### src/sv/rat_pkg.sv
// rat_pkg: shared types, constants and helpers of the resource accounting table
// used by every module of the block but rat_ram; depends on nothing
`default_nettype none

package rat_pkg;

  // table geometry and field widths
  localparam int TableEntries = 64;
  localparam int SlotBits     = $clog2(TableEntries);
  localparam int CatBits      = 8;
  localparam int CountBits    = 16;
  localparam int FmtBits      = 4;
  localparam int UnitBits     = 36;
  localparam int SizeBits     = 32;
  localparam int BytesBits    = 52;
  localparam int TotCntBits   = 22;
  localparam int TotBytesBits = 58;

  localparam logic [FmtBits-1:0]   BufferFormat = 4'd11;
  localparam logic [FmtBits-1:0]   NumFormats   = 4'd11;
  localparam logic [CountBits-1:0] CountMax     = {CountBits{1'b1}};

  // operation codes
  localparam logic [2:0] OP_TRACK_IMG   = 3'd0;
  localparam logic [2:0] OP_UNTRACK_IMG = 3'd1;
  localparam logic [2:0] OP_TRACK_BUF   = 3'd2;
  localparam logic [2:0] OP_UNTRACK_BUF = 3'd3;
  localparam logic [2:0] OP_CLEAR       = 3'd4;
  localparam logic [2:0] OP_TOTALS      = 3'd5;
  localparam logic [2:0] OP_READ        = 3'd6;

  // result status codes
  localparam logic [2:0] ST_OK        = 3'd0;
  localparam logic [2:0] ST_INVALID   = 3'd1;
  localparam logic [2:0] ST_NOT_FOUND = 3'd2;
  localparam logic [2:0] ST_FULL      = 3'd3;
  localparam logic [2:0] ST_EMPTY     = 3'd4;
  localparam logic [2:0] ST_SAT       = 3'd5;

  typedef struct packed {
    logic [2:0]          opcode;
    logic [CatBits-1:0]  category_id;
    logic [FmtBits-1:0]  format_code;
    logic [15:0]         width;
    logic [15:0]         height;
    logic [31:0]         byte_count;
    logic [5:0]          slot_select;
  } in_t;

  typedef struct packed {
    logic [2:0]              status;
    logic [5:0]              slot_index;
    logic [CatBits-1:0]      entry_category;
    logic [FmtBits-1:0]      entry_format;
    logic [CountBits-1:0]    entry_count;
    logic [BytesBits-1:0]    entry_bytes;
    logic [15:0]             entry_width;
    logic [15:0]             entry_height;
    logic [TotCntBits-1:0]   image_count;
    logic [TotBytesBits-1:0] image_bytes;
    logic [TotCntBits-1:0]   buffer_count;
    logic [TotBytesBits-1:0] buffer_bytes;
  } out_t;

  // one table entry as kept in the entry ram
  typedef struct packed {
    logic [CatBits-1:0]   cat;
    logic [FmtBits-1:0]   fmt;
    logic [UnitBits-1:0]  unit;
    logic [CountBits-1:0] count;
    logic [SizeBits-1:0]  size;
  } rec_t;

  localparam int RecBits = $bits(rec_t);

  // controller to datapath strobes, one per step but the entry ram read
  typedef struct packed {
    logic accept;
    logic mul_wh;
    logic mul_bpp;
    logic lookup;
    logic update;
    logic emit;
  } cmd_t;

  typedef struct packed {
    logic out_free;
  } sts_t;

  // bytes per pixel of each known format
  function automatic logic [3:0] pixel_bytes(input logic [FmtBits-1:0] fmt);
    logic [3:0] b;
    case (fmt)
      4'd0:    b = 4'd4;
      4'd1:    b = 4'd8;
      4'd2:    b = 4'd2;
      4'd3:    b = 4'd4;
      4'd4:    b = 4'd2;
      4'd5:    b = 4'd4;
      4'd6:    b = 4'd4;
      4'd7:    b = 4'd4;
      4'd8:    b = 4'd12;
      4'd9:    b = 4'd1;
      4'd10:   b = 4'd3;
      default: b = 4'd0;
    endcase
    return b;
  endfunction

endpackage

`default_nettype wire

### src/sv/rat_ctrl.sv
// rat_ctrl: sequencer of the resource accounting table
// depends on rat_pkg for the command and status structs
`default_nettype none

module rat_ctrl (
  input  wire logic          clk_i,
  input  wire logic          rst_ni,
  input  wire logic          in_valid_i,
  output      logic          in_stall_o,
  input  wire rat_pkg::sts_t sts_i,
  output      rat_pkg::cmd_t cmd_o
);
  import rat_pkg::*;

  localparam logic [2:0] S_IDLE = 3'd0;
  localparam logic [2:0] S_MWH  = 3'd1;
  localparam logic [2:0] S_MBPP = 3'd2;
  localparam logic [2:0] S_LOOK = 3'd3;
  localparam logic [2:0] S_UPD  = 3'd4;
  localparam logic [2:0] S_EMIT = 3'd5;
  localparam logic [2:0] S_RAM  = 3'd6;

  logic [2:0] state_q, state_d;

  // next state and step strobes
  always_comb begin
    state_d = state_q;
    cmd_o   = '0;
    case (state_q)
      S_IDLE: begin
        if (in_valid_i) begin
          cmd_o.accept = 1'b1;
          state_d      = S_MWH;
        end
      end
      S_MWH: begin
        cmd_o.mul_wh = 1'b1;
        state_d      = S_MBPP;
      end
      S_MBPP: begin
        cmd_o.mul_bpp = 1'b1;
        state_d       = S_LOOK;
      end
      S_LOOK: begin
        cmd_o.lookup = 1'b1;
        state_d      = S_RAM;
      end
      // entry ram read of the looked-up slot
      S_RAM: begin
        state_d = S_UPD;
      end
      S_UPD: begin
        cmd_o.update = 1'b1;
        state_d      = S_EMIT;
      end
      S_EMIT: begin
        if (sts_i.out_free) begin
          cmd_o.emit = 1'b1;
          state_d    = S_IDLE;
        end
      end
      default: state_d = S_IDLE;
    endcase
  end

  assign in_stall_o = (state_q != S_IDLE);

  always_ff @(posedge clk_i or negedge rst_ni) begin
    if (!rst_ni) begin
      state_q <= S_IDLE;
    end else begin
      state_q <= state_d;
    end
  end

endmodule

`default_nettype wire

### config.mk
export PLATFORM = sky130hd
export DESIGN_NAME = rat_ctrl
export DESIGN_NICKNAME = d
export VERILOG_FILES = /design/src/sv/rat_pkg.sv /design/src/sv/rat_ctrl.sv
export SDC_FILE = /design/constraint.sdc
export NUM_CORES = 1
export LEC_CHECK = 0
export BUFFER_PORTS_ARGS = -buffer_cell sky130_fd_sc_hd__buf_2
export CAP_MARGIN = 30
export CORE_AREA = 3 3 40 42
export DETAILED_ROUTE_END_ITERATION = 8
export DIE_AREA = 0 0 43 45
export PLACE_DENSITY = 0.45
export SYNTH_ARGS = -nofsm -noshare
export SYNTH_HDL_FRONTEND = slang
export SYNTH_SLANG_ARGS = --single-unit
### constraint.sdc
create_clock -name clk_i -period 1.39 [get_ports clk_i]
set_input_delay 0.2085 -clock clk_i [delete_from_list [all_inputs] [get_ports clk_i]]
set_output_delay 0.2085 -clock clk_i [all_outputs]
set_load 0.005 [all_outputs]
Word-level counts from Yosys, hierarchy flattened
Index checks and enable logic that the tools add are counted.
{ "word_totals": {"ff_bits": 3, "in_bits": 4, "wordCells": 23} }
{ "op_classes": {"eq_ne": 8, "mux": 11, "n_reduce_logical": 3} }
{ "ops": {"columns": ["op", "count"], "rows": [
  ["one-hot mux 3 bit (7 select lines)", 1],
  ["equality test 3 bit (second input constant)", 3],
  ["two-way mux 1 bit", 8],
  ["equality test 3 x 2 -> 1 bit (second input constant)", 2],
  ["two-way mux 3 bit", 2],
  ["!= test 2 bit (second input constant)", 2],
  ["equality test 3 x 1 -> 1 bit (second input constant)", 1],
  ["zero test 3 bit", 1],
  ["nonzero test 3 bit", 1],
  ["AND reduction 2 bit", 1]
]} }

Depth between registers and ports, before layout
Gate-level depths: netlist of run 1.
{ "depth": {"depth_word": 3, "mapped_depth": 3, "depth_no_buf": 2} }

Least setup slack after synthesis of run 1
OpenSTA, ideal clock, no wires.
{ "synth_path": {"path_kind": "reg-to-output", "startpoint": "register state_q[1]", "endpoint": "output port cmd_o[5] (netlist bit)", "arrival_ns": 0.960, "t_required_ns": 1.182, "path_slack_ns": 0.222, "path_stages_with_launch": 4, "n_path_buf": 1, "cell_sequence": "dfrtp_1 -> buf_6 -> or3_4 -> nor2_2"} }
{ "synth_lines": {"columns": ["element", "line", "source"], "rows": [
  ["from (decl)", "rat_ctrl.sv:23", "logic [2:0] state_q, state_d;"],
  ["from (signal assigned)", "rat_ctrl.sv:72", "state_q <= state_d;"],
  ["to (decl)", "rat_ctrl.sv:11", "output rat_pkg::cmd_t cmd_o"]
]} }

==> results.toml, run 1 <==
[timing]
finClkSkew_ns = 0.002375
setup_ws_ns = 0.01516
period_needed_ns = 1.375
period_share = 0.9891
fmax_ghz = 0.7274
drv_slew = 0
finalSetupTns_ns = 0
setup_violations = 0
rsz0062_at_grt = "yes"
final-hold-violation-count = 0
tightest_slew_ns = 0.1467
max_slew_margin = 0.9015

[setup_path]
rr_worst_depth = 3
path_max_fanout = 2
cp.arrival_ns = 1.17
path_class = "reg -> out"
crit_chain = "or3_4 > nor2_2 > buf_2"
required_ns = 1.18
critical_path_buf_inv_count = 1
r2r_slack_ns = 0.40
cp-end-kind = "output port"
crit-reg2reg-launch = "state_q[1]$_DFFE_PN0P_"
path_delay_family = "simple AND/OR/NAND/NOR gates"
crit_slowest_cell = "or3_4"
start_kind = "flip-flop"
cpPeakStageDelay_ns = 0.39
r2r-end = "state_q[2]$_DFFE_PN0P_"

[synthesis]
synth_warnings = 0
syn_area_um2 = 200.2
synth_top_area_frac = 0.3750
yosys.area.top_type = "dfrtp_1"
synth_compound_area_frac = 0.1688
async_flop_share = 1.000
synthCells = 22
synth_most_common_cell = "dfrtp_1"
synthTopCellsByCount = "dfrtp_1, nor2_1, nor3_1"
ys_ff_latch = 3
synth.area.top_cells = "dfrtp_1, nor3b_2, buf_6, or3_4, nor3_1"
synth-xor-area-share = 0
ys.flop_type = "dfrtp_1"
yosys.area_share.simple = 0.3375
synthAdderAreaFrac = 0
syn_nets = 26
avgSynthCellArea_um2 = 9.100
synth.area.mux_share = 0
synth_cell_type_count = 18
synth_edf_count = 0
synth_seq_area_share = 0.3750
synth_top_family_by_area = "simple AND/OR/NAND/NOR gates"

[placed_design]
portBuffers = 10
placed_cell_area_um2 = 275.3
place_ws_ns = 0.2505
routabilityCongestion = 0.7488

[clocking]
numClockSinks = 3
root_buffer = "clkbuf_4"
clkTransAtPathRegs_ns = 0.04
cts_tree = "done"
clk_latency_ns = 0.23
cts_made_buffers = 3
htree_num_levels = 1
clk_path_buf_depth = 2

[final_layout]
diodes = 0
drive_gt1_frac = 0.5526
syn_to_final_growth_pct = 58.13
seq_area_um2 = 75.07
layout.nets = 43
final_cell_area_um2 = 316.6
final_cell_mix = "buf_2, clkbuf_4, buf_4, dfrtp_1, nor2_1"
multiInputGateArea_um2 = 106.4
layout_commonest_cell = "buf_2"
final_core_util = 0.2463
largest_reg_flops = 3
largest-register = "state_q"
n_fill_cell = 148
reg_top3 = "state_q (3)"

[floorplanning]
die_x_um = 43
dieHeight_um = 45
dieArea_um2 = 1935
initial_core_util = 0.1558
ios = 11
num_rows = 13
core_area_um2 = 1285

[status]
status = "finished clean"

[global_routing]
grt_overflow = 0
groute.usage.overall = 0.05922
grt_pass1_wl_um = 731
antenna_found_initial = 0
grt_start_max_net_pins = 10
grt_pass1_vias = 187

[worst_hold_path]
min_to = "state_q[0]$_DFFE_PN0P_"
min_from = "sts_i"
whs_path_depth = 3
hold_class = "in -> reg"

[routing]
num_vias = 204
vias_per_cell = 3.849
wirelength_um = 490
drc_errors = 0
detail_route.iter0.violations = 6
postRouteAntennaNets = 0
wl_per_cell_um = 9.245
dr.pass1.iters = 4

[pwr]
p_leak_nw = 0.1670
ir_drop_v = 0.0006002
powerDensity_nw_per_um2 = 2304
total_power_w = 0.0007293

[flow_run]
maxCapViolCount = 0
## routing by layer
metal,up-vias,routed length [µm],track usage
li1,105,-,-
met1,98,190,0.05327
met2,1,296,0.08383
met3,0,3,0.02390
met4,0,0,0.09036
met5,-,0,0
## power by group
| group | internal, W | switching [W] | total, W |
|---|---|---|---|
| combinational | 0.000217 | 0.000206 | 0.000423 |
| sequential | 0.000133 | 0.0000217 | 0.000154 |
| clock | 0.000108 | 0.0000447 | 0.000152 |
## worst reg2reg max path, cell delays in order, from the launching register on
cell and delay (ns):
dfrtp_1 0.36, buf_4 0.16, and3b_1 0.19, a21o_1 0.15
## worst max-delay path by stage
stage	cells past startpoint	to	startpoint	slack [ns]
global route	3	cmd_o[5]	state_q[1]$_DFFE_PN0P_	-0.05
detailed placement	3	cmd_o[5]	state_q[1]$_DFFE_PN0P_	0.25
CTS	3	cmd_o[5]	state_q[1]$_DFFE_PN0P_	-0.004
global placement	3	cmd_o[5]	state_q[1]$_DFFE_PN0P_	0.25
finish	3	cmd_o[5]	state_q[1]$_DFFE_PN0P_	0.02
floorplan	3	cmd_o[5]	state_q[1]$_DFFE_PN0P_	0.22
## logic make-up (layout without fill, tap and decap cells)
group                  Yosys count  after routing
AOI/OAI and AO/OA                5              5
and+or+nand+nor                 10             10
DFF                              3              3
buffers and inverters            4             20
## per-stage QoR
stage	hold slack, ns	std cells
after floorplan	-0.08709	22
after global placement	0.005432	48
after detailed placement	0.004696	48
after CTS	0.2762	53
after global routing	0.2984	53
final	0.2776	53
## area by class of cell
type                       count  share of cell area
timing repair buffer          14              0.2609
inverter                       2             0.02372
sequential                     3              0.2372
tap                           15             0.05929
clock buffer                   4             0.08300
multi-input combinational     15              0.3360
## repair_timing
action                                  4_1_cts  5_1_grt
gates cloned                                  0        0
gates resized for setup                       0        1
setup buffers                                 0        0
endpoints found under the setup margin        1        2
pin swaps                                     0        0
hold buffers                                  1        0
hold endpoints to repair                      3        0
(Power assumes the default switching activity.)
==> inputs of run 2 (changes only) <==
--- a/config.mk
+++ b/config.mk
@@ -5,12 +5,13 @@
 export SDC_FILE = /design/constraint.sdc
 export NUM_CORES = 1
 export LEC_CHECK = 0
+export ABC_AREA = 1
 export BUFFER_PORTS_ARGS = -buffer_cell sky130_fd_sc_hd__buf_2
 export CAP_MARGIN = 30
 export CORE_AREA = 3 3 40 42
 export DETAILED_ROUTE_END_ITERATION = 8
 export DIE_AREA = 0 0 43 45
-export PLACE_DENSITY = 0.45
+export PLACE_DENSITY = 0.44
 export SYNTH_ARGS = -nofsm -noshare
 export SYNTH_HDL_FRONTEND = slang
 export SYNTH_SLANG_ARGS = --single-unit
==> results.toml, run 2 <==
[final_layout]
layout.nets = 48
final_cell_mix = "buf_2, inv_1, nor2_1, nand2_1"
drive_gt1_frac = 0.4186
layout_commonest_cell = "buf_2"
final_cell_count_no_fill = 58
diodes = 0
largest-register = "state_q"
largest_reg_flops = 3
reg_top3 = "state_q (3)"
syn_to_final_growth_pct = 48.10

[routing]
vias_per_cell = 3.966
wl_per_cell_um = 9.328
dr.pass1.iters = 2
wirelength_um = 541
num_vias = 230
drc_errors = 0
postRouteAntennaNets = 0
detail_route.iter0.violations = 6

[synthesis]
synth.area.top_cells = "dfrtp_1, inv_1, nand2_1, nor2_1, nor3_1"
yosys.area.top_type = "dfrtp_1"
avgSynthCellArea_um2 = 6.817
syn_nets = 33
synth_seq_area_share = 0.3797
synth_edf_count = 0
ys_ff_latch = 3
synth_warnings = 0
ys.flop_type = "dfrtp_1"
async_flop_share = 1.000
synth_cell_type_count = 11
syn_area_um2 = 197.7
synthCells = 29
synthTopCellsByCount = "inv_1, nand2_1, nor2_1, dfrtp_1, nor3_1"
synth_top_area_frac = 0.3797

[clocking]
clk_path_buf_depth = 2
root_buffer = "clkbuf_4"
cts_tree = "done"
clkTransAtPathRegs_ns = 0.04
cts_made_buffers = 3
htree_num_levels = 1
numClockSinks = 3
clk_latency_ns = 0.23

[placed_design]
portBuffers = 10
routabilityCongestion = 0.6653
placedCellCount = 52
place.detailed.hpwl_um = 365

[setup_path]
cp.depth = 4
crit_chain = "nor2_1 > nand2_1 > nor2_1 > buf_2"
required_ns = 1.18
start_kind = "flip-flop"
rr_worst_depth = 4
cp-end-kind = "output port"
crit_top_cell = "nor2_1"
critical_path_buf_inv_count = 1
cpPeakStageDelay_ns = 0.43
crit_slowest_cell = "dfrtp_2"
cp.arrival_ns = 1.08
path_max_fanout = 6
path_delay_family = "flip-flops"
path_class = "reg -> out"

[status]
status = "finished clean"

[floorplanning]
num_rows = 13
ios = 11
die_x_um = 43
dieArea_um2 = 1935
initial_core_util = 0.1538
dieHeight_um = 45
core_area_um2 = 1285

[timing]
final-hold-violation-count = 0
finClkSkew_ns = 0.0006765
rsz0062_at_grt = "no"
tightest_slew_ns = 0.1507
setup_violations = 0
fmax_ghz = 0.7765
period_needed_ns = 1.288
period_share = 0.9265
finalSetupTns_ns = 0
max_slew_margin = 0.8995
drv_slew = 0

[global_routing]
grt_pass1_wl_um = 793
antenna_found_initial = 0
grt_start_max_net_pins = 10
grt_busiest_layer = "met2"
use_met3 = 0.07171
met1_usage = 0.06780
grtUsageMet2 = 0.08084
grt_pass1_vias = 182
grt_overflow = 0
groute.usage.overall = 0.06088

[pwr]
p_leak_nw = 0.1636
ir_drop_v = 0.0005837
powerDensity_nw_per_um2 = 2281

[worst_hold_path]
whs_path_depth = 4
hold_class = "in -> reg"

[flow_run]
maxCapViolCount = 0
-- run 2: worst reg2reg max path, delay by kind of cell, from the launching register on --
kind | cells | cell delay [ns]
buffers and inverters | 1 | 0.13
DFF | 1 | 0.45
and+or+nand+nor | 3 | 0.20
-- run 2: final timing paths --
path	slack [ns]	startpoint	endpoint
setup / recovery	0.10	state_q[1]$_DFFE_PN0P_	cmd_o[5]
hold / removal	0.28	sts_i	state_q[0]$_DFFE_PN0P_
setup reg to reg	0.50	state_q[2]$_DFFE_PN0P_	state_q[2]$_DFFE_PN0P_
hold reg to reg	0.53	state_q[2]$_DFFE_PN0P_	state_q[1]$_DFFE_PN0P_
max in group asynchronous	0.97	rst_ni	state_q[1]$_DFFE_PN0P_
min in group asynchronous	0.31	rst_ni	state_q[0]$_DFFE_PN0P_
-- run 2: through the flow --
stage / setup WS, ns / utilization / cell area [µm²] / total power, W / hold WS (ns)
after floorplan: 0.4004 / - / 197.7 / 0.0004213 / -0.08709
after global placement: 0.3160 / 0.1928 / 247.7 / 0.0004840 / 0.006307
after detailed placement: 0.3011 / 0.1928 / 247.7 / 0.0004898 / 0.007661
after CTS: 0.03056 / 0.2210 / 284.0 / 0.0006582 / 0.2821
after global routing: 0.01365 / 0.2278 / 292.8 / 0.0007473 / 0.2952
final: 0.1021 / 0.2278 / 292.8 / 0.0006679 / 0.2809
-- run 2: cell type report --
type | count | area (µm²)
tap | 15 | 18.77
inverter | 5 | 18.77
multi-input combinational | 19 | 85.08
clock buffer | 4 | 26.28
fill | 155 | 992.2
timing repair buffer | 12 | 65.06
sequential | 3 | 78.83
-- run 2: per-layer routing --
metal | share of wire | up-vias | wire [µm]
met5 | 0 | - | 0
met4 | 0 | 0 | 0
met3 | 0.12 | 0 | 67
met2 | 0.45 | 10 | 246
met1 | 0.42 | 99 | 226
li1 | - | 121 | -
-- run 2: power breakdown --
group	switching, W	total, W	internal, W
Clock	0.0000464	0.000154	0.000108
Sequential	0.0000821	0.000224	0.000142
Combinational	0.000160	0.000290	0.000129
-- run 2: cell families (layout without fill, tap and decap cells) --
| family | Yosys count | after routing | synth area share |
|---|---|---|---|
| AND/OR/NAND/NOR | 17 | 17 | 0.3798 |
| AO/OA/AOI/OAI | 2 | 2 | 0.05063 |
| buffers and inverters | 7 | 21 | 0.1899 |
| flip-flops | 3 | 3 | 0.3797 |
-- run 2: what timing repair did --
| action | CTS | global route |
|---|---|---|
| setup endpoints to repair | 0 | 4 |
| endpoints found under the hold margin | 3 | 0 |
| gates resized for setup | 0 | 3 |
| buffers inserted | 0 | 1 |
| hold buffers | 1 | 0 |
